[src/srl_pkg.sv]
// ----------------------------------------------------------------------------
// srl_pkg
// Shared constants for the sender resistance linearizer: field widths,
// breakpoint tables, segment divisors and their fixed-point reciprocals.
// ----------------------------------------------------------------------------
package srl_pkg;

  localparam int FRAC_BITS = 8;

  localparam int CMD_W   = 1;
  localparam int OHMS_W  = 12;
  localparam int VALUE_W = 16;

  localparam int PRESS_POINTS = 11;
  localparam int TEMP_POINTS  = 6;

  localparam int SEG_W  = 4;
  localparam int TSEG_W = 3;
  localparam int OFF_W  = 9;
  localparam int SPAN_W = 5;
  localparam int DIV_W  = 9;
  localparam int DEG_W  = 8;

  localparam int BASE_W  = DEG_W + FRAC_BITS;
  localparam int NUM_W   = OFF_W + SPAN_W + FRAC_BITS;
  localparam int RECIP_W = NUM_W - 3;
  localparam int Q_W     = SPAN_W + FRAC_BITS;
  localparam int QD_W    = Q_W + DIV_W;
  localparam int PROD_W  = NUM_W + RECIP_W;
  localparam int EXT_W   = BASE_W + VALUE_W;

  localparam logic [VALUE_W-1:0] VALUE_MAX = '1;
  localparam logic [63:0] RECIP_ONE = 64'(1) << NUM_W;

  localparam logic [CMD_W-1:0] CMD_PRESSURE    = 1'b0;
  localparam logic [CMD_W-1:0] CMD_TEMPERATURE = 1'b1;

  localparam logic [OHMS_W-1:0] PRESS_OHM [PRESS_POINTS] = '{
    12'd6, 12'd23, 12'd39, 12'd54, 12'd69, 12'd89, 12'd106, 12'd121, 12'd140,
    12'd150, 12'd160
  };

  localparam logic [DEG_W-1:0] TEMP_DEG [TEMP_POINTS] = '{
    8'd50, 8'd70, 8'd80, 8'd95, 8'd120, 8'd150
  };

  localparam logic [OHMS_W-1:0] TEMP_OHM [TEMP_POINTS] = '{
    12'd680, 12'd310, 12'd230, 12'd140, 12'd75, 12'd40
  };

  localparam logic [DIV_W-1:0] PRESS_DIV [PRESS_POINTS-1] = '{
    9'd17, 9'd16, 9'd15, 9'd15, 9'd20, 9'd17, 9'd15, 9'd19, 9'd10, 9'd10
  };

  localparam logic [DIV_W-1:0] TEMP_DIV [TEMP_POINTS-1] = '{
    9'd370, 9'd80, 9'd90, 9'd65, 9'd35
  };

  // Reciprocals are rounded down, so a quotient estimate is never high and
  // is at most one below the true quotient.
  localparam logic [RECIP_W-1:0] PRESS_RECIP [PRESS_POINTS-1] = '{
    RECIP_W'(RECIP_ONE / 64'd17), RECIP_W'(RECIP_ONE / 64'd16),
    RECIP_W'(RECIP_ONE / 64'd15), RECIP_W'(RECIP_ONE / 64'd15),
    RECIP_W'(RECIP_ONE / 64'd20), RECIP_W'(RECIP_ONE / 64'd17),
    RECIP_W'(RECIP_ONE / 64'd15), RECIP_W'(RECIP_ONE / 64'd19),
    RECIP_W'(RECIP_ONE / 64'd10), RECIP_W'(RECIP_ONE / 64'd10)
  };

  localparam logic [RECIP_W-1:0] TEMP_RECIP [TEMP_POINTS-1] = '{
    RECIP_W'(RECIP_ONE / 64'd370), RECIP_W'(RECIP_ONE / 64'd80),
    RECIP_W'(RECIP_ONE / 64'd90), RECIP_W'(RECIP_ONE / 64'd65),
    RECIP_W'(RECIP_ONE / 64'd35)
  };

  localparam int STAGES = 6;

endpackage

[src/srl_if.sv]
// ----------------------------------------------------------------------------
// srl_in_if / srl_out_if
// Valid/ready channels for the sender resistance linearizer: one carries a
// reading word, the other a result word.
// ----------------------------------------------------------------------------
interface srl_in_if import srl_pkg::*; ();
  logic              valid;
  logic              ready;
  logic [CMD_W-1:0]  command;
  logic [OHMS_W-1:0] ohms;

  modport source (output valid, output command, output ohms, input ready);
  modport sink (input valid, input command, input ohms, output ready);
endinterface

interface srl_out_if import srl_pkg::*; ();
  logic               valid;
  logic               ready;
  logic [VALUE_W-1:0] value_q8;
  logic               clamped;

  modport source (output valid, output value_q8, output clamped, input ready);
  modport sink (input valid, input value_q8, input clamped, output ready);
endinterface

[src/sender_resistance_linearizer_core.sv]
// ----------------------------------------------------------------------------
// sender_resistance_linearizer_core
// Piecewise-linear conversion of sender resistance to oil pressure or oil
// temperature, with the segment division done by reciprocal multiply.
//
//   Channel  Dir  Word                      Handshake
//   sample   in   command, ohms             valid/ready
//   result   out  value_q8, clamped         valid/ready
//
// Each word passes six register stages: segment search, table lookup,
// numerator product, reciprocal multiply, back-multiply, then correction
// and output. One word is taken every cycle while no result stall reaches the input.
// A stalled result holds in the output register while empty stages upstream
// still fill. Synchronous reset clears only the stage valid bits.
// ----------------------------------------------------------------------------
module sender_resistance_linearizer_core import srl_pkg::*; (
  input logic       clk,
  input logic       rst,
  srl_in_if.sink    sample,
  srl_out_if.source result
);

  logic [STAGES-1:0] vld;
  logic [STAGES-1:0] en;

  logic [CMD_W-1:0]  s0_cmd;
  logic [OHMS_W-1:0] s0_ohms;
  logic [SEG_W-1:0]  s0_seg;
  logic              s0_clamp;
  logic [BASE_W-1:0] s0_cbase;

  logic               s1_sub;
  logic [OFF_W-1:0]   s1_off;
  logic [SPAN_W-1:0]  s1_span;
  logic [DIV_W-1:0]   s1_div;
  logic [RECIP_W-1:0] s1_recip;
  logic [BASE_W-1:0]  s1_base;
  logic               s1_clamp;

  logic               s2_sub;
  logic [NUM_W-1:0]   s2_num;
  logic [DIV_W-1:0]   s2_div;
  logic [RECIP_W-1:0] s2_recip;
  logic [BASE_W-1:0]  s2_base;
  logic               s2_clamp;

  logic              s3_sub;
  logic [NUM_W-1:0]  s3_num;
  logic [Q_W-1:0]    s3_qest;
  logic [DIV_W-1:0]  s3_div;
  logic [BASE_W-1:0] s3_base;
  logic              s3_clamp;

  logic              s4_sub;
  logic [NUM_W-1:0]  s4_num;
  logic [QD_W-1:0]   s4_qd;
  logic [Q_W-1:0]    s4_qest;
  logic [DIV_W-1:0]  s4_div;
  logic [BASE_W-1:0] s4_base;
  logic              s4_clamp;

  logic [VALUE_W-1:0] out_value;
  logic               out_clamped;

  logic [SEG_W-1:0]   seg_next;
  logic               clamp_next;
  logic [BASE_W-1:0]  cbase_next;

  logic [TSEG_W-1:0]  tseg;
  logic [TSEG_W-1:0]  tseg_hi;
  logic               sub_next;
  logic [OFF_W-1:0]   off_next;
  logic [SPAN_W-1:0]  span_next;
  logic [DIV_W-1:0]   div_next;
  logic [RECIP_W-1:0] recip_next;
  logic [BASE_W-1:0]  base_next;

  logic [PROD_W-1:0]  prod;
  logic [NUM_W-1:0]   rem;
  logic [Q_W-1:0]     q_fix;
  logic [BASE_W-1:0]  val;
  logic [EXT_W-1:0]   val_ext;

  // Stage enables: a stage loads when it is empty or its successor moves.
  always_comb begin
    en[STAGES-1] = ~vld[STAGES-1] | result.ready;
    for (int k = STAGES - 2; k >= 0; k--) begin
      en[k] = ~vld[k] | en[k+1];
    end
  end

  assign sample.ready = en[0];

  always_ff @(posedge clk) begin
    if (rst) begin
      vld <= '0;
    end else begin
      if (en[0]) begin
        vld[0] <= sample.valid;
      end
      for (int k = 1; k < STAGES; k++) begin
        if (en[k]) begin
          vld[k] <= vld[k-1];
        end
      end
    end
  end

  // Segment search and end-of-table clamping.
  always_comb begin
    seg_next   = '0;
    clamp_next = 1'b0;
    cbase_next = '0;
    if (sample.command == CMD_PRESSURE) begin
      for (int j = 1; j < PRESS_POINTS - 1; j++) begin
        seg_next = seg_next + SEG_W'(sample.ohms > PRESS_OHM[j]);
      end
      if (sample.ohms < PRESS_OHM[0]) begin
        clamp_next = 1'b1;
        cbase_next = '0;
      end else if (sample.ohms > PRESS_OHM[PRESS_POINTS-1]) begin
        clamp_next = 1'b1;
        cbase_next = BASE_W'(PRESS_POINTS - 1) << FRAC_BITS;
      end
    end else begin
      for (int j = 1; j < TEMP_POINTS - 1; j++) begin
        seg_next = seg_next + SEG_W'(TEMP_OHM[j] > sample.ohms);
      end
      if (sample.ohms > TEMP_OHM[0]) begin
        clamp_next = 1'b1;
        cbase_next = BASE_W'(TEMP_DEG[0]) << FRAC_BITS;
      end else if (sample.ohms < TEMP_OHM[TEMP_POINTS-1]) begin
        clamp_next = 1'b1;
        cbase_next = BASE_W'(TEMP_DEG[TEMP_POINTS-1]) << FRAC_BITS;
      end
    end
  end

  always_ff @(posedge clk) begin
    if (en[0]) begin
      s0_cmd   <= sample.command;
      s0_ohms  <= sample.ohms;
      s0_seg   <= seg_next;
      s0_clamp <= clamp_next;
      s0_cbase <= cbase_next;
    end
  end

  // Table lookup: offset into the segment, degree span, divisor and base.
  always_comb begin
    tseg    = s0_seg[TSEG_W-1:0];
    tseg_hi = TSEG_W'(tseg + TSEG_W'(1));
    if (s0_cmd == CMD_PRESSURE) begin
      sub_next   = 1'b0;
      off_next   = OFF_W'(s0_ohms - PRESS_OHM[s0_seg]);
      span_next  = SPAN_W'(1);
      div_next   = PRESS_DIV[s0_seg];
      recip_next = PRESS_RECIP[s0_seg];
      base_next  = BASE_W'(s0_seg) << FRAC_BITS;
    end else begin
      sub_next   = 1'b1;
      off_next   = OFF_W'(s0_ohms - TEMP_OHM[tseg_hi]);
      span_next  = SPAN_W'(TEMP_DEG[tseg_hi] - TEMP_DEG[tseg]);
      div_next   = TEMP_DIV[tseg];
      recip_next = TEMP_RECIP[tseg];
      base_next  = BASE_W'(TEMP_DEG[tseg_hi]) << FRAC_BITS;
    end
    if (s0_clamp) begin
      off_next  = '0;
      span_next = '0;
      base_next = s0_cbase;
    end
  end

  always_ff @(posedge clk) begin
    if (en[1]) begin
      s1_sub   <= sub_next;
      s1_off   <= off_next;
      s1_span  <= span_next;
      s1_div   <= div_next;
      s1_recip <= recip_next;
      s1_base  <= base_next;
      s1_clamp <= s0_clamp;
    end
  end

  always_ff @(posedge clk) begin
    if (en[2]) begin
      s2_sub   <= s1_sub;
      s2_num   <= NUM_W'(NUM_W'(s1_off) * NUM_W'(s1_span)) << FRAC_BITS;
      s2_div   <= s1_div;
      s2_recip <= s1_recip;
      s2_base  <= s1_base;
      s2_clamp <= s1_clamp;
    end
  end

  assign prod = PROD_W'(s2_num) * PROD_W'(s2_recip);

  always_ff @(posedge clk) begin
    if (en[3]) begin
      s3_sub   <= s2_sub;
      s3_num   <= s2_num;
      s3_qest  <= Q_W'(prod >> NUM_W);
      s3_div   <= s2_div;
      s3_base  <= s2_base;
      s3_clamp <= s2_clamp;
    end
  end

  always_ff @(posedge clk) begin
    if (en[4]) begin
      s4_sub   <= s3_sub;
      s4_num   <= s3_num;
      s4_qd    <= QD_W'(s3_qest) * QD_W'(s3_div);
      s4_qest  <= s3_qest;
      s4_div   <= s3_div;
      s4_base  <= s3_base;
      s4_clamp <= s3_clamp;
    end
  end

  // The estimate is the quotient or one below it; the remainder decides.
  always_comb begin
    rem     = NUM_W'(s4_num - NUM_W'(s4_qd));
    q_fix   = s4_qest + Q_W'(rem >= NUM_W'(s4_div));
    val     = s4_sub ? BASE_W'(s4_base - BASE_W'(q_fix)) : BASE_W'(s4_base + BASE_W'(q_fix));
    val_ext = EXT_W'(val);
  end

  always_ff @(posedge clk) begin
    if (en[5]) begin
      out_value   <= (val_ext > EXT_W'(VALUE_MAX)) ? VALUE_MAX : val_ext[VALUE_W-1:0];
      out_clamped <= s4_clamp;
    end
  end

  assign result.valid    = vld[STAGES-1];
  assign result.value_q8 = out_value;
  assign result.clamped  = out_clamped;

  a_full_when_blocked: assert property (@(posedge clk) disable iff (rst)
    !sample.ready |-> (&vld))
    else $error("Input held off while a pipeline stage was empty.");

  a_remainder_bound: assert property (@(posedge clk) disable iff (rst)
    vld[4] |-> ((NUM_W+1)'(rem) < ((NUM_W+1)'(s4_div) << 1)))
    else $error("Quotient estimate was off by more than one.");

  a_clamp_zero_offset: assert property (@(posedge clk) disable iff (rst)
    vld[1] && s1_clamp |-> (s1_off == '0) && (s1_span == '0))
    else $error("Clamped word carried a nonzero segment offset.");

endmodule
[src/flat_wrapper.sv]
// flat-port wrapper written by rule: the top's interface ports become plain ports
module sender_resistance_linearizer_core_flat import srl_pkg::*;
  (clk, rst, sample_valid, sample_command, sample_ohms, sample_ready, result_valid, result_value_q8, result_clamped, result_ready);
  srl_in_if sample_i ();
  srl_out_if result_i ();
  input logic clk;
  input logic rst;
  input wire logic [$bits(sample_i.valid)-1:0] sample_valid;
  input wire logic [$bits(sample_i.command)-1:0] sample_command;
  input wire logic [$bits(sample_i.ohms)-1:0] sample_ohms;
  output wire logic [$bits(sample_i.ready)-1:0] sample_ready;
  output wire logic [$bits(result_i.valid)-1:0] result_valid;
  output wire logic [$bits(result_i.value_q8)-1:0] result_value_q8;
  output wire logic [$bits(result_i.clamped)-1:0] result_clamped;
  input wire logic [$bits(result_i.ready)-1:0] result_ready;
  assign sample_i.valid = sample_valid;
  assign sample_i.command = sample_command;
  assign sample_i.ohms = sample_ohms;
  assign sample_ready = sample_i.ready;
  assign result_valid = result_i.valid;
  assign result_value_q8 = result_i.value_q8;
  assign result_clamped = result_i.clamped;
  assign result_i.ready = result_ready;
  sender_resistance_linearizer_core u_core (.clk(clk), .rst(rst), .sample(sample_i), .result(result_i));
endmodule
[config.mk]
export PLATFORM = sky130hd
export DESIGN_NAME = sender_resistance_linearizer_core_flat
export DESIGN_NICKNAME = d
export VERILOG_FILES = /design/src/srl_pkg.sv /design/src/srl_if.sv /design/src/sender_resistance_linearizer_core.sv /design/src/flat_wrapper.sv
export SDC_FILE = /design/constraint.sdc
export NUM_CORES = 1
export LEC_CHECK = 0
export BUFFER_PORTS_ARGS = -buffer_cell sky130_fd_sc_hd__clkbuf_2
export CORE_ASPECT_RATIO = 1.1
export CORE_MARGIN = 5
export CORE_UTILIZATION = 50
export CTS_BUF_LIST = sky130_fd_sc_hd__clkbuf_4
export DETAILED_ROUTE_END_ITERATION = 10
export GPL_TIMING_DRIVEN = 0
export PLACE_DENSITY = 0.63
export SLEW_MARGIN = 20
export SYNTH_ARGS = -nofsm -noshare
export SYNTH_HDL_FRONTEND = slang
export SYNTH_SLANG_ARGS = --single-unit
[constraint.sdc]
create_clock -name clk -period 9.7 [get_ports clk]
set_input_delay 0.97 -clock clk [delete_from_list [all_inputs] [get_ports clk]]
set_output_delay 0.97 -clock clk [all_outputs]
set_load 0.02 [all_outputs]
==> results.env, run 1 <==
RUN_STATUS='completed'
ADDER_CELL_AREA_SHARE_OF_THE_YOSYS_NETLIST_PCT=34.0
FINAL-HOLD-VIOLATION-COUNT=0
ROWS=84
DRT_DRC=0
POST_SYNTH_NUM_CELL_TYPES=85
CLK_LATENCY_NS=0.71
WORST_IR_DROP_VDD_V=0.000132
CRITPATHKIND='reg -> reg'
POWER.COMBINATIONAL.FRACTION_PCT=44.7
CRITICAL_PATH_PEAK_FANOUT=9
SEQUENTIALPOWERSHARE_PCT=34.5
ASYNC_RESET_FF_SHARE_PCT=0
HOLD_PATH.CLASS='reg -> reg'
CTSRESIZECOUNT=0
PROPORTION_OF_SYNTHESIZED_AREA_IN_MUX_CELLS_PCT=0.382
CRITPATHREQUIREDTIME_NS=10.16
WORST_PIN_SLEW_NS=0.741
FINAL_NET_COUNT=2898
GRTUSAGETOTAL_PCT=21.4
ENDPOINT_KIND='flop'
TIMING_MAX_TRANSITION_VIOLATIONS_FINAL=0
LARGEST_NET_DEGREE_AT_THE_START_OF_GLOBAL_ROUTING=59
DETAILROUTE.VIA_COUNT=16422
GLOBALROUTE.TOTALOVERFLOW=0
FLOORPLAN.INITIALDENSITY_PCT=50.2
PROPORTION_OF_SYNTHESIZED_CHIP_AREA_IN_SEQUENTIAL_CELLS_PCT=32.0
SYNTH_TOP_FAMILY_BY_AREA='adder cells'
VIAS_PER_CELL=5.29
FINALSETUPVIOLCOUNT=0
SETUP_REPAIR_AFTER_GLOBAL_ROUTING_MISSED_ITS_MARGIN='no'
SYNTHESIS.YOSYS.WARNINGS=0
DETAILEDPLACEMENTHPWL_UM=43100
MAX-CAP-VIOLATIONS=0
DIE_EXTENT_IN_Y_UM=239
FIN_SKEW_NS=0.0630
PLACEABLECOREAREA_UM2=47600
SWITCHING_SHARE_PCT=39.9
CPMAXSTAGEDELAYCELL='or4b_4'
IOS=36
SYNTH_AREA_IN_COMPOUND_GATES_PCT=8.06
GRT_PASS1_WL_UM=88700
CTS.HOLD.BUFFERS_ADDED=0
P_SWITCHING_mW=1.95
PATH_CLK_SLEW_NS=0.07
DRT-WIRELENGTH-PER-CELL_UM=17.3
WORST_PATH_LARGEST_CELL_DELAY_NS=0.49
SYNTH.AVG_CELL_AREA_UM2=10.4
SYNTH.TOP_CELLS.BY_AREA='edfxtp_1 32%, fa_1 24%, ha_1 10%'
FIRST_GLOBAL_VIAS=16950
YS_SEQ_ELEMENTS=257
P_INT_mW=2.94
COUNT_OF_MAPPED_CELLS_OUT_OF_SYNTHESIS=2288
TOTALNEGATIVESETUPSLACK_NS=0
WORST_EP_ARRIVAL_TIME_NS=8.44
ANTENNA_FOUND_INITIAL=1
SYNTH_TOP_CELL_BY_AREA='edfxtp_1'
CLOCK_POWER_SHARE_PCT=20.8
BUFFER_DEPTH_OF_THE_LONGEST_CLOCK_PATH=3
FINAL_ANTENNA_NET_COUNT=0
CRIT_PATH_START_KIND='flop'
SYNTH_COMMON_CELLS='364 x inv_1, 282 x fa_1, 280 x nand2_1'
TIMING.SLEW.HEADROOM_PCT=50.5
EDFF_COUNT_SYNTH=251
DR.FIRST_ITER.DRC_COUNT=916
DRT-PASS1-ITER-COUNT=5
TRITONCTS='done'
DIE_W_UM=218
SYNTH-SIMPLE-AREA-SHARE_PCT=14.6
CLOCKROOTBUFFER='clkbuf_4'
H_TREE_DEPTH=3
CLOCK_SINK_COUNT=257
CP_COMMON_CELL='ha_1'
CTS_MADE_BUFFERS=72
CTS.REPAIR_TIMING.SETUP_BUFFER_COUNT=0
TIMING.FINAL.CRIT_PERIOD_NS=7.98
FINAL.PERIOD_UTILIZATION_PCT=82.2
CELLLEAKAGEPOWER_nW=12.3
PORT_BUFFERS=35
SYNTHFLOPTYPE='edfxtp_1'
AREA_GROWTH_PCT=8.53
ROUTED_WL_UM=53800
MAPPEDNETLISTNETS=2786
P_PER_AREA_nW_PER_UM2=188
FINISH.UTILIZATION_PCT=54.5
TOTAL_DIE_AREA_UM2=52300
FMAX_MHz=125
NETLIST.AREA_LEADER.SHARE_PCT=31.5
YOSYS.CELL_COUNT.TOP_TYPE='inv_1'
SYNTH_XOR_AREA_SHARE_PCT=3.76
POST_ROUTE_CELLS_DRIVE_ABOVE_1_SHARE_PCT=7.94
GLOBALPLACE.CONGESTION=0.883
SYNTH_AREA_UM2=23900
[placed cells by master, fill, tap and decap left out, types with 12 or more instances in the layout]
cell type  synthesis  final
nor2b_1           12     12
and2_1           189    189
nor3_1            25     25
o21ai_0           56     56
clkbuf_1          71     71
nand2_1          280    278
ha_1             199    199
a21o_1            21     21
fa_1             282    282
clkinv_1           1     19
a21oi_1           82     82
a31oi_1           13     13
clkbuf_2           0     35
xnor2_1           78     78
and3_1            16     16
clkbuf_4           0     97
xor2_1            21     21
nor2_1            96     96
nand2b_1          13     13
edfxtp_1         251    251
nand3_1           19     18
inv_1            364    363
[worst paths after layout]
check | from | to | slack (ns) | cells past startpoint
setup / recovery | u_core.s4_qd[2] | u_core.result.value_q8[15] | 1.72 | 29
hold / removal | u_core.s1_div[6] | u_core.s2_div[6] | 0.40 | 0
setup reg to reg | u_core.s4_qd[2] | u_core.result.value_q8[15] | 1.72 | 29
hold reg to reg | u_core.s1_div[6] | u_core.s2_div[6] | 0.40 | 0
[logic make-up (layout without fill, tap and decap cells)]
logic type                 Yosys count  after routing
other                                0              1
muxes                                9              9
buffers and inverters              451            620
AOI/OAI and AO/OA                  284            284
and+or+nand+nor                    705            705
xor gates and xnor gates           101            101
DFF                                257            257
adders and majority gates          481            481
[power by group through the flow]
stage          sequential [mW]  clock, mW  combinational [mW]
3_5_place_dp              1.71          0                2.18
2_1_floorplan             1.65          0                1.62
3_3_place_gp              1.71          0                2.13
6_report                  1.69       1.02                2.18
4_1_cts                   1.69       1.06                2.20
5_1_grt                   1.71       1.12                2.50
[flip-flops by register name, indices dropped and copies added (netlist names), 9 cells and up]
register,flops
u_core.s1_recip,19
u_core.s2_recip,19
u_core.s4_qd,22
u_core.s4_num,14
u_core.s0_ohms,9
u_core.s3_num,14
u_core.s1_off,9
u_core.result.value_q8,16
u_core.s4_qest,13
u_core.s3_qest,13
u_core.s2_num,14
[metal layers]
metal	part of all wire (%)	global-route usage (%)	vias up
li1	-	-	7781
met1	43	28.4	8180
met2	50	36.1	389
met3	5.0	4.03	72
met4	2.3	6.15	0
met5	0	0	-
[final cells by class]
cell class                 instances  area [µm²]
buffer                            85         335
timing repair buffer              38         234
tap                              645         807
antenna                            1        2.50
fill                            4281       21700
multi-input combinational       1580       14600
clock inverter                    34         240
sequential                       257        7660
clock buffer                      97         728
inverter                         366        1370
[through the flow]
step / setup slack [ns] / instance area (µm²) / std cells / hold slack [ns] / total power [mW]
2_1_floorplan: 2.97 / 23900 / 2288 / 0.400 / 3.28
3_3_place_gp: 1.82 / 24900 / 2968 / 0.401 / 3.84
3_5_place_dp: 1.72 / 25000 / 2970 / 0.405 / 3.89
4_1_cts: 1.69 / 25900 / 3101 / 0.347 / 4.95
5_1_grt: 1.29 / 25900 / 3103 / 0.346 / 5.33
6_report: 1.72 / 25900 / 3103 / 0.397 / 4.88
[worst max-delay path: cells and delay by family (launching register included)]
| family | cells | cell delay (ns) |
|---|---|---|
| AOI/OAI and AO/OA | 12 | 2.54 |
| xor gates and xnor gates | 3 | 0.64 |
| adders and majority gates | 5 | 1.51 |
| buffers and inverters | 1 | 0.10 |
| DFF | 1 | 0.48 |
| muxes | 1 | 0.23 |
| and+or+nand+nor | 7 | 2.22 |
(Power assumes the default switching activity.)
==> inputs of run 2 (changes only) <==
--- a/config.mk
+++ b/config.mk
@@ -5,6 +5,7 @@
 export SDC_FILE = /design/constraint.sdc
 export NUM_CORES = 1
 export LEC_CHECK = 0
+export ABC_AREA = 1
 export BUFFER_PORTS_ARGS = -buffer_cell sky130_fd_sc_hd__clkbuf_2
 export CORE_ASPECT_RATIO = 1.1
 export CORE_MARGIN = 5
==> constraint.sdc (replaced) <==
create_clock -name clk -period 8.05 [get_ports clk]
set_input_delay 0.805 -clock clk [delete_from_list [all_inputs] [get_ports clk]]
set_output_delay 0.805 -clock clk [all_outputs]
set_load 0.02 [all_outputs]
==> run 2 against run 1 <==
Critical endpoint is now u_core.s3_qest[11]. Final area is 2.1% higher. Routed wire length grew 5.8%. Largest power group unchanged. Synthesized area up 2.7%.
==> results.env, run 2 <==
PLACEABLECOREAREA_UM2=48800  # +2.5%
ROUTED_WL_UM=57000  # +5.8%
CLOCK_SINK_COUNT=257  # unchanged
YS_SEQ_ELEMENTS=257  # unchanged
FINAL_ANTENNA_NET_COUNT=0  # unchanged
DIE_W_UM=221  # +1.3%
DR.FIRST_ITER.DRC_COUNT=1144  # +25%
DETAILROUTE.VIA_COUNT=17859  # +8.8%
DRT_DRC=0  # unchanged
MIN_DELAY_WORST_ENDPOINT='u_core.vld[0]'
CTSRESIZECOUNT=0  # unchanged
LARGEST_REGISTER_FFS=22  # unchanged
MAX-CAP-VIOLATIONS=0  # unchanged
DRT-WIRELENGTH-PER-CELL_UM=16.1  # -7.1%
SYNTH_AREA_IN_COMPOUND_GATES_PCT=5.75  # -2.3 points
ADDER_CELL_AREA_SHARE_OF_THE_YOSYS_NETLIST_PCT=33.1  # -0.91 points
TIMING_MAX_TRANSITION_VIOLATIONS_FINAL=0  # unchanged
REGTOREGSETUPSLACK_NS=0.97  # -0.75 ns
GRT_PASS1_WL_UM=93000  # +4.8%
WORSTREG2REGSTART='u_core.s2_num[14]'
PORT_BUFFERS=35  # unchanged
CRITPATHREQUIREDTIME_NS=8.46  # -1.70 ns
ANTENNA_FOUND_INITIAL=1  # unchanged
FIRST_GLOBAL_VIAS=18222  # +7.5%
CELLLEAKAGEPOWER_nW=14.4  # +17%
LAYOUT_COMMONEST_CELL='inv_1'
CTS.HOLD.BUFFERS_ADDED=0  # unchanged
TRITONCTS='done'
FINALSETUPVIOLCOUNT=0  # unchanged
FMAX_MHz=141  # +13%
SYNTH_AREA_UM2=24600  # +2.7%
SYNTHFLOPTYPE='edfxtp_1'
RR_WORST_DEPTH=22  # -24%
FLOORPLAN.INITIALDENSITY_PCT=50.3  # +0.10 points
FIN_SKEW_NS=0.0434  # -0.0196 ns
ASYNC_RESET_FF_SHARE_PCT=0  # unchanged
POST_ROUTE_CELLS_DRIVE_ABOVE_1_SHARE_PCT=6.59  # -1.3 points
MAPPEDNETLISTNETS=3227  # +16%
R2R-END='u_core.s3_qest[11]'
BUFFER_DEPTH_OF_THE_LONGEST_CLOCK_PATH=3  # unchanged
POST_SYNTH_NUM_CELL_TYPES=53  # -38%
FINAL.PERIOD_UTILIZATION_PCT=88.0  # +5.7 points
TOTAL_DIE_AREA_UM2=53700  # +2.6%
VIAS_PER_CELL=5.05  # -4.5%
GRTUSAGETOTAL_PCT=21.6  # +0.20 points
WORST_PIN_SLEW_NS=0.943  # +0.201 ns
SYNTH.TOP_CELLS.BY_AREA='edfxtp_1 31%, fa_1 23%, inv_1 10%'
WORST_IR_DROP_VDD_V=0.000134  # +0.97%
CLOCKROOTBUFFER='clkbuf_4'
DRT-PASS1-ITER-COUNT=5  # unchanged
SYNTH-SIMPLE-AREA-SHARE_PCT=15.0  # +0.44 points
PATH_CLK_SLEW_NS=0.06  # about the same
RUN_STATUS='completed'
PROPORTION_OF_SYNTHESIZED_AREA_IN_MUX_CELLS_PCT=0  # -0.38 points
EDFF_COUNT_SYNTH=251  # unchanged
SYNTHESIS.YOSYS.WARNINGS=0  # unchanged
SYNTH.AVG_CELL_AREA_UM2=9.00  # -14%
TIMING.FINAL.CRIT_PERIOD_NS=7.08  # -0.895 ns
IOS=36  # unchanged
HOLD-PATH-CELL-COUNT=3  # +3
FINAL_NET_COUNT=3337  # +15%
CRIT_PATH_START_KIND='flop'
CRITPATHKIND='reg -> reg'
SYNTH_TOP_CELL_BY_AREA='edfxtp_1'
CTS_MADE_BUFFERS=69  # -4.2%
FINAL-HOLD-VIOLATION-COUNT=0  # unchanged
LAYOUT.CELLS.MOST_COMMON_LIST='672 x inv_1, 638 x nand2_1, 282 x fa_1'
SETUP_REPAIR_AFTER_GLOBAL_ROUTING_MISSED_ITS_MARGIN='no'
HOLD_PATH.CLASS='in -> reg'
CRITICAL_PATH_PEAK_FANOUT=10  # +1
SYNTH_TOP_FAMILY_BY_AREA='adder cells'
LAYOUT.FILLER_CELLS=4552  # +6.3%
ROWS=85  # +1.2%
H_TREE_DEPTH=3  # unchanged
YOSYS.CELL_COUNT.TOP_TYPE='inv_1'
WORST_EP_ARRIVAL_TIME_NS=7.50  # -0.94 ns
NETLIST.AREA_LEADER.SHARE_PCT=30.7  # -0.84 points
ENDPOINT_KIND='flop'
AREA_GROWTH_PCT=7.85
REG.LARGEST.LIST='u_core.s4_qd x22, u_core.s1_recip x19, u_core.s2_recip x19'
GLOBALROUTE.TOTALOVERFLOW=0  # unchanged
P_PER_AREA_nW_PER_UM2=220  # +17%
TOTALNEGATIVESETUPSLACK_NS=0  # unchanged
TIMING.SLEW.HEADROOM_PCT=37.2  # -13 points
CLK_LATENCY_NS=0.72  # about the same
DIE_EXTENT_IN_Y_UM=242  # +1.3%
DPL.CELL_COUNT=3420  # +15%
MAX_FLOP_REGISTER='u_core.s4_qd'
COUNT_OF_MAPPED_CELLS_OUT_OF_SYNTHESIS=2729  # +19%
HOLD_PATH_STARTPOINT='sample_valid'
PROPORTION_OF_SYNTHESIZED_CHIP_AREA_IN_SEQUENTIAL_CELLS_PCT=31.2  # -0.85 points
GLOBALPLACE.CONGESTION=0.957  # +8.4%
SYNTH_XOR_AREA_SHARE_PCT=3.31  # -0.45 points
POST_LAYOUT_NONFILLER_INSTANCES=3535  # +14%
DETAILEDPLACEMENTHPWL_UM=46800  # +8.7%
LARGEST_NET_DEGREE_AT_THE_START_OF_GLOBAL_ROUTING=46  # -22%
SYNTH_COMMON_CELLS='676 x inv_1, 638 x nand2_1, 282 x fa_1'
CTS.REPAIR_TIMING.SETUP_BUFFER_COUNT=0  # unchanged
run 2: cell count changes after synthesis, sizes merged, moves of 18 or more:
| cell | previous run | this run |
|---|---|---|
| inv | 365 | 678 |
| and2 | 189 | 0 |
| xor2 | 23 | 65 |
| nand2 | 280 | 649 |
| nor2 | 98 | 131 |
| xnor2 | 78 | 27 |
| a21oi | 83 | 101 |
| nand3 | 19 | 61 |
run 2: how the worst max path moves through the flow:
stage,start,endpoint,slack [ns],cells after the start
floorplan,result_ready,u_core.s1_base[10],1.55,10
global placement,result_ready,u_core.s1_off[0],-0.35,11
detailed placement,u_core.s2_num[14],u_core.s3_qest[11],1.11,22
CTS,u_core.s2_num[14],u_core.s3_qest[11],1.04,22
global route,u_core.s2_num[14],u_core.s3_qest[11],0.66,22
finish,u_core.s2_num[14],u_core.s3_qest[11],0.97,22
run 2: per-layer routing:
metal	part of all wire, %	track usage, %	up-vias	routed length, µm
met5	0	0	-	0
met4	3.9	8.67	0	2200
met3	6.6	3.83	103	3740
met2	48	35.7	511	27400
met1	41	28.3	8598	23600
li1	-	-	8647	-
run 2: layout make-up:
type | instances | area (µm²) | area share [%]
multi-input combinational | 1713 | 14000 | 53.0
buffer | 79 | 300 | 1.13
clock inverter | 19 | 139 | 0.524
tap | 652 | 816 | 3.08
clock buffer | 95 | 713 | 2.69
timing repair buffer | 39 | 255 | 0.964
antenna | 1 | 2.50 | 0.00945
sequential | 257 | 7660 | 28.9
inverter | 680 | 2550 | 9.65
run 2: report_power, final:
part           switching, mW  total, mW  leakage, nW  internal (mW)
registers              0.164       1.95         2.91           1.79
logic                   1.77       2.75         11.0          0.981
clock network          0.510       1.12        0.510          0.608
total                   2.44       5.82         14.4           3.38
run 2: logic make-up (layout without fill, tap and decap cells):
family | after synthesis | in the layout
AND/OR/NAND/NOR | 893 | 893
buffers and inverters | 759 | 912
adder cells (fa/ha/maj) | 481 | 481
flip-flops | 257 | 257
AO/OA/AOI/OAI | 247 | 247
XOR/XNOR | 92 | 92
other | 0 | 1
run 2: through the flow:
step                hold WS [ns]  area (µm²)  util (%)  worst slack, ns  total power, mW
floorplan                  0.400       24600         -             1.55             3.98
global placement           0.403       25500      52.3           -0.353             4.68
detailed placement         0.405       25600      52.5             1.11             4.73
CTS                        0.241       26500      54.3             1.04             5.90
global route               0.280       26500      54.3            0.665             6.38
finish                     0.326       26500      54.3            0.967             5.82
run 2: worst max-delay path, cell delays in order (launching register included):
cell and delay [ns]:
edfxtp_1 0.47, clkbuf_1 0.74, buf_1 0.55, nand2_1 0.15, fa_1 0.51, fa_1 0.51
inv_1 0.05, fa_1 0.47, inv_1 0.05, fa_1 0.53, inv_1 0.05, fa_1 0.53
fa_1 0.49, ha_1 0.40, a21oi_1 0.20, o21ai_0 0.16, a21oi_1 0.17, nand3_1 0.17
nand3_1 0.13, nand2_1 0.11, nand2_1 0.07, nand3_1 0.08, xor2_1 0.18
==> inputs of run 3 (changes only) <==
--- a/config.mk
+++ b/config.mk
@@ -12,7 +12,6 @@
 export CORE_UTILIZATION = 50
 export CTS_BUF_LIST = sky130_fd_sc_hd__clkbuf_4
 export DETAILED_ROUTE_END_ITERATION = 10
-export GPL_TIMING_DRIVEN = 0
 export PLACE_DENSITY = 0.63
 export SLEW_MARGIN = 20
 export SYNTH_ARGS = -nofsm -noshare
==> run 3 against run 2 <==
Sequential share of layout area is 0.31 points higher. Via count hardly changed. Flip-flop and latch count stayed put. Largest power group unchanged. Largest cell class unchanged. Critical path depth is 4 lower. Clock skew is 0.021 ns higher. Combinational power is 7% lower. Hold slack worse by 0.0075 ns. Critical path type unchanged. Register-to-register slack better by 0.51 ns. Non-clock buffer count is 79 lower. Die area stayed put.
==> results.env, run 3 (synthesis gave the netlist of run 2 again) <==
RUN_STATUS='completed'
BUFFER_DEPTH_OF_THE_LONGEST_CLOCK_PATH=3  # unchanged
FLOORPLAN.INITIALDENSITY_PCT=50.3  # unchanged
SETUP_REPAIR_AFTER_GLOBAL_ROUTING_MISSED_ITS_MARGIN='no'
PLACE_WS_NS=1.54  # +0.438 ns
AREA_GROWTH_PCT=6.70
GRTUSAGETOTAL_PCT=22.5  # +0.91 points
PORT_BUFFERS=35  # unchanged
DRT-PASS1-ITER-COUNT=5  # unchanged
LAYOUT_COMMONEST_CELL='inv_1'
P_SWITCHING_mW=2.51  # +2.7%
CP_COMMON_CELL='fa_1'
CRIT_PATH_START_KIND='flop'
DRT_DRC=0  # unchanged
TIMING.CRITICAL_PATH.CELLS='nand2_1 -> fa_1 -> inv_1 -> fa_1 -> fa_1 -> inv_1 -> fa_1 -> inv_1 -> fa_1 -> fa_1 -> ha_1 -> nand2_1 -> nor2_1 -> inv_1 -> nor3_1 -> o311ai_0 -> nand3_1 -> xor2_1'
CPMAXSTAGEDELAYCELL='edfxtp_1'
CELLLEAKAGEPOWER_nW=14.3  # -0.63%
FINAL_NET_COUNT=3261  # -2.3%
CLOCKROOTBUFFER='clkbuf_4'
MAX_FLOP_REGISTER='u_core.s4_qd'
LARGEST_REGISTER_FFS=22  # unchanged
WORST-PATH-BUF-INV=4  # -1
CLOCK_SINK_COUNT=257  # unchanged
ROUTED_WL_UM=59000  # +3.6%
P_PER_AREA_nW_PER_UM2=225  # +2.5%
DPL-INSTANCE-AREA_UM2=25300  # -1.4%
DR.FIRST_ITER.DRC_COUNT=1024  # -10%
CTS_MADE_BUFFERS=72  # +4.3%
CTS.REPAIR_TIMING.SETUP_BUFFER_COUNT=0  # unchanged
WORST_IR_DROP_VDD_V=0.000131  # -2.1%
DIE_EXTENT_IN_Y_UM=242  # unchanged
DETAILEDPLACEMENTHPWL_UM=46900  # about the same
CRITPATHKIND='reg -> reg'
GLOBALPLACE.CONGESTION=0.920  # -3.9%
CRITPATHREQUIREDTIME_NS=8.61  # +0.15 ns
TIMING_MAX_TRANSITION_VIOLATIONS_FINAL=0  # unchanged
VIAS_PER_CELL=5.15  # +1.8%
CLK_LATENCY_NS=0.78  # +0.06 ns
FINAL-HOLD-VIOLATION-COUNT=0  # unchanged
CRITICAL_PATH_PEAK_FANOUT=20  # +10
POWER_mW=5.91  # +1.5%
ANTENNA_FOUND_INITIAL=2  # +1
P_INT_mW=3.40  # +0.57%
GLOBALROUTE.TOTALOVERFLOW=0  # unchanged
WORST_EP_ARRIVAL_TIME_NS=7.13  # -0.37 ns
CTS.HOLD.BUFFERS_ADDED=0  # unchanged
FINISH.UTILIZATION_PCT=53.7  # -0.58 points
SEQUENTIALPOWERSHARE_PCT=36.0  # +2.5 points
TIMING.SLEW.HEADROOM_PCT=33.0  # -4.1 points
POST_ROUTE_CELLS_DRIVE_ABOVE_1_SHARE_PCT=6.82  # +0.23 points
TOTALNEGATIVESETUPSLACK_NS=0  # unchanged
LAYOUT.FILLER_CELLS=4475  # -1.7%
WORST_PATH_LARGEST_CELL_DELAY_NS=0.89  # +0.15 ns
LAYOUT.CELL_AREA.NON_FILLER_UM2=26200  # -1.1%
TOTAL_DIE_AREA_UM2=53700  # unchanged
FINAL.SETUP.WORST_SLACK_NS=1.48  # +0.509 ns
LAYOUT.CELLS.MOST_COMMON_LIST='672 x inv_1, 638 x nand2_1, 282 x fa_1'
DPL.CELL_COUNT=3341  # -2.3%
FINAL.PERIOD_UTILIZATION_PCT=81.7  # -6.3 points
WORST_PIN_SLEW_NS=1.00  # +0.0607 ns
DIE_W_UM=221  # unchanged
PLACEABLECOREAREA_UM2=48800  # unchanged
TRITONCTS='done'
FIRST_GLOBAL_VIAS=18823  # +3.3%
POST_LAYOUT_NONFILLER_INSTANCES=3468  # -1.9%
H_TREE_DEPTH=3  # unchanged
MAX-CAP-VIOLATIONS=0  # unchanged
CRITICAL_PATH.TOP_DELAY_FAMILY='adder cells'
POWER.COMBINATIONAL.FRACTION_PCT=43.4  # -3.9 points
CTSRESIZECOUNT=0  # unchanged
DRT-WIRELENGTH-PER-CELL_UM=17.0  # +5.6%
HOLDWS_NS=0.319  # -0.00747 ns
FINALSETUPVIOLCOUNT=0  # unchanged
IOS=36  # unchanged
DETAILROUTE.VIA_COUNT=17843  # -0.090%
REG.LARGEST.LIST='u_core.s4_qd x22, u_core.s1_recip x19, u_core.s2_recip x19'
CLOCK_POWER_SHARE_PCT=20.5  # +1.3 points
FIN_SKEW_NS=0.0639  # +0.0205 ns
PATH_CLK_SLEW_NS=0.07  # about the same
SWITCHING_SHARE_PCT=42.5  # +0.51 points
TIMING.FINAL.CRIT_PERIOD_NS=6.57  # -0.509 ns
GRT_PASS1_WL_UM=96700  # +4.0%
ROWS=85  # unchanged
LARGEST_NET_DEGREE_AT_THE_START_OF_GLOBAL_ROUTING=69  # +50%
FINAL_ANTENNA_NET_COUNT=0  # unchanged
FMAX_MHz=152  # +7.7%
ENDPOINT_KIND='flop'
HOLD_PATH.CLASS='in -> reg'
[run 3: per-layer routing]
| metal | part of all wire (%) | track usage, % | up-vias |
|---|---|---|---|
| li1 | - | - | 8492 |
| met1 | 41 | 27.9 | 8665 |
| met2 | 49 | 38.2 | 542 |
| met3 | 5.9 | 4.87 | 144 |
| met4 | 4.4 | 9.38 | 0 |
| met5 | 0 | 0 | - |
[run 3: power groups by stage]
stage          combinational (mW)  sequential (mW)  clock, mW
3_3_place_gp                 2.52             2.15          0
3_5_place_dp                 2.56             2.15          0
5_1_grt                      2.96             2.16       1.34
2_1_floorplan                2.02             1.95          0
4_1_cts                      2.59             2.12       1.26
6_report                     2.56             2.13       1.21
[run 3: final cells by class]
class	instances	area [µm²]	share of cell area, %
antenna	1	2.50	0.00955
clock buffer	100	751	2.86
clock inverter	26	173	0.659
inverter	680	2550	9.74
multi-input combinational	1713	14000	53.6
sequential	257	7660	29.2
tap	652	816	3.11
timing repair buffer	39	205	0.783
[run 3: worst paths after layout]
kind | startpoint | to | slack (ns) | depth (start not counted)
setup / recovery | u_core.s2_num[12] | u_core.s3_qest[8] | 1.48 | 18
hold / removal | sample_ohms[8] | u_core.s0_ohms[8] | 0.32 | 1
setup reg to reg | u_core.s2_num[12] | u_core.s3_qest[8] | 1.48 | 18
hold reg to reg | u_core.s1_div[3] | u_core.s2_div[3] | 0.40 | 0
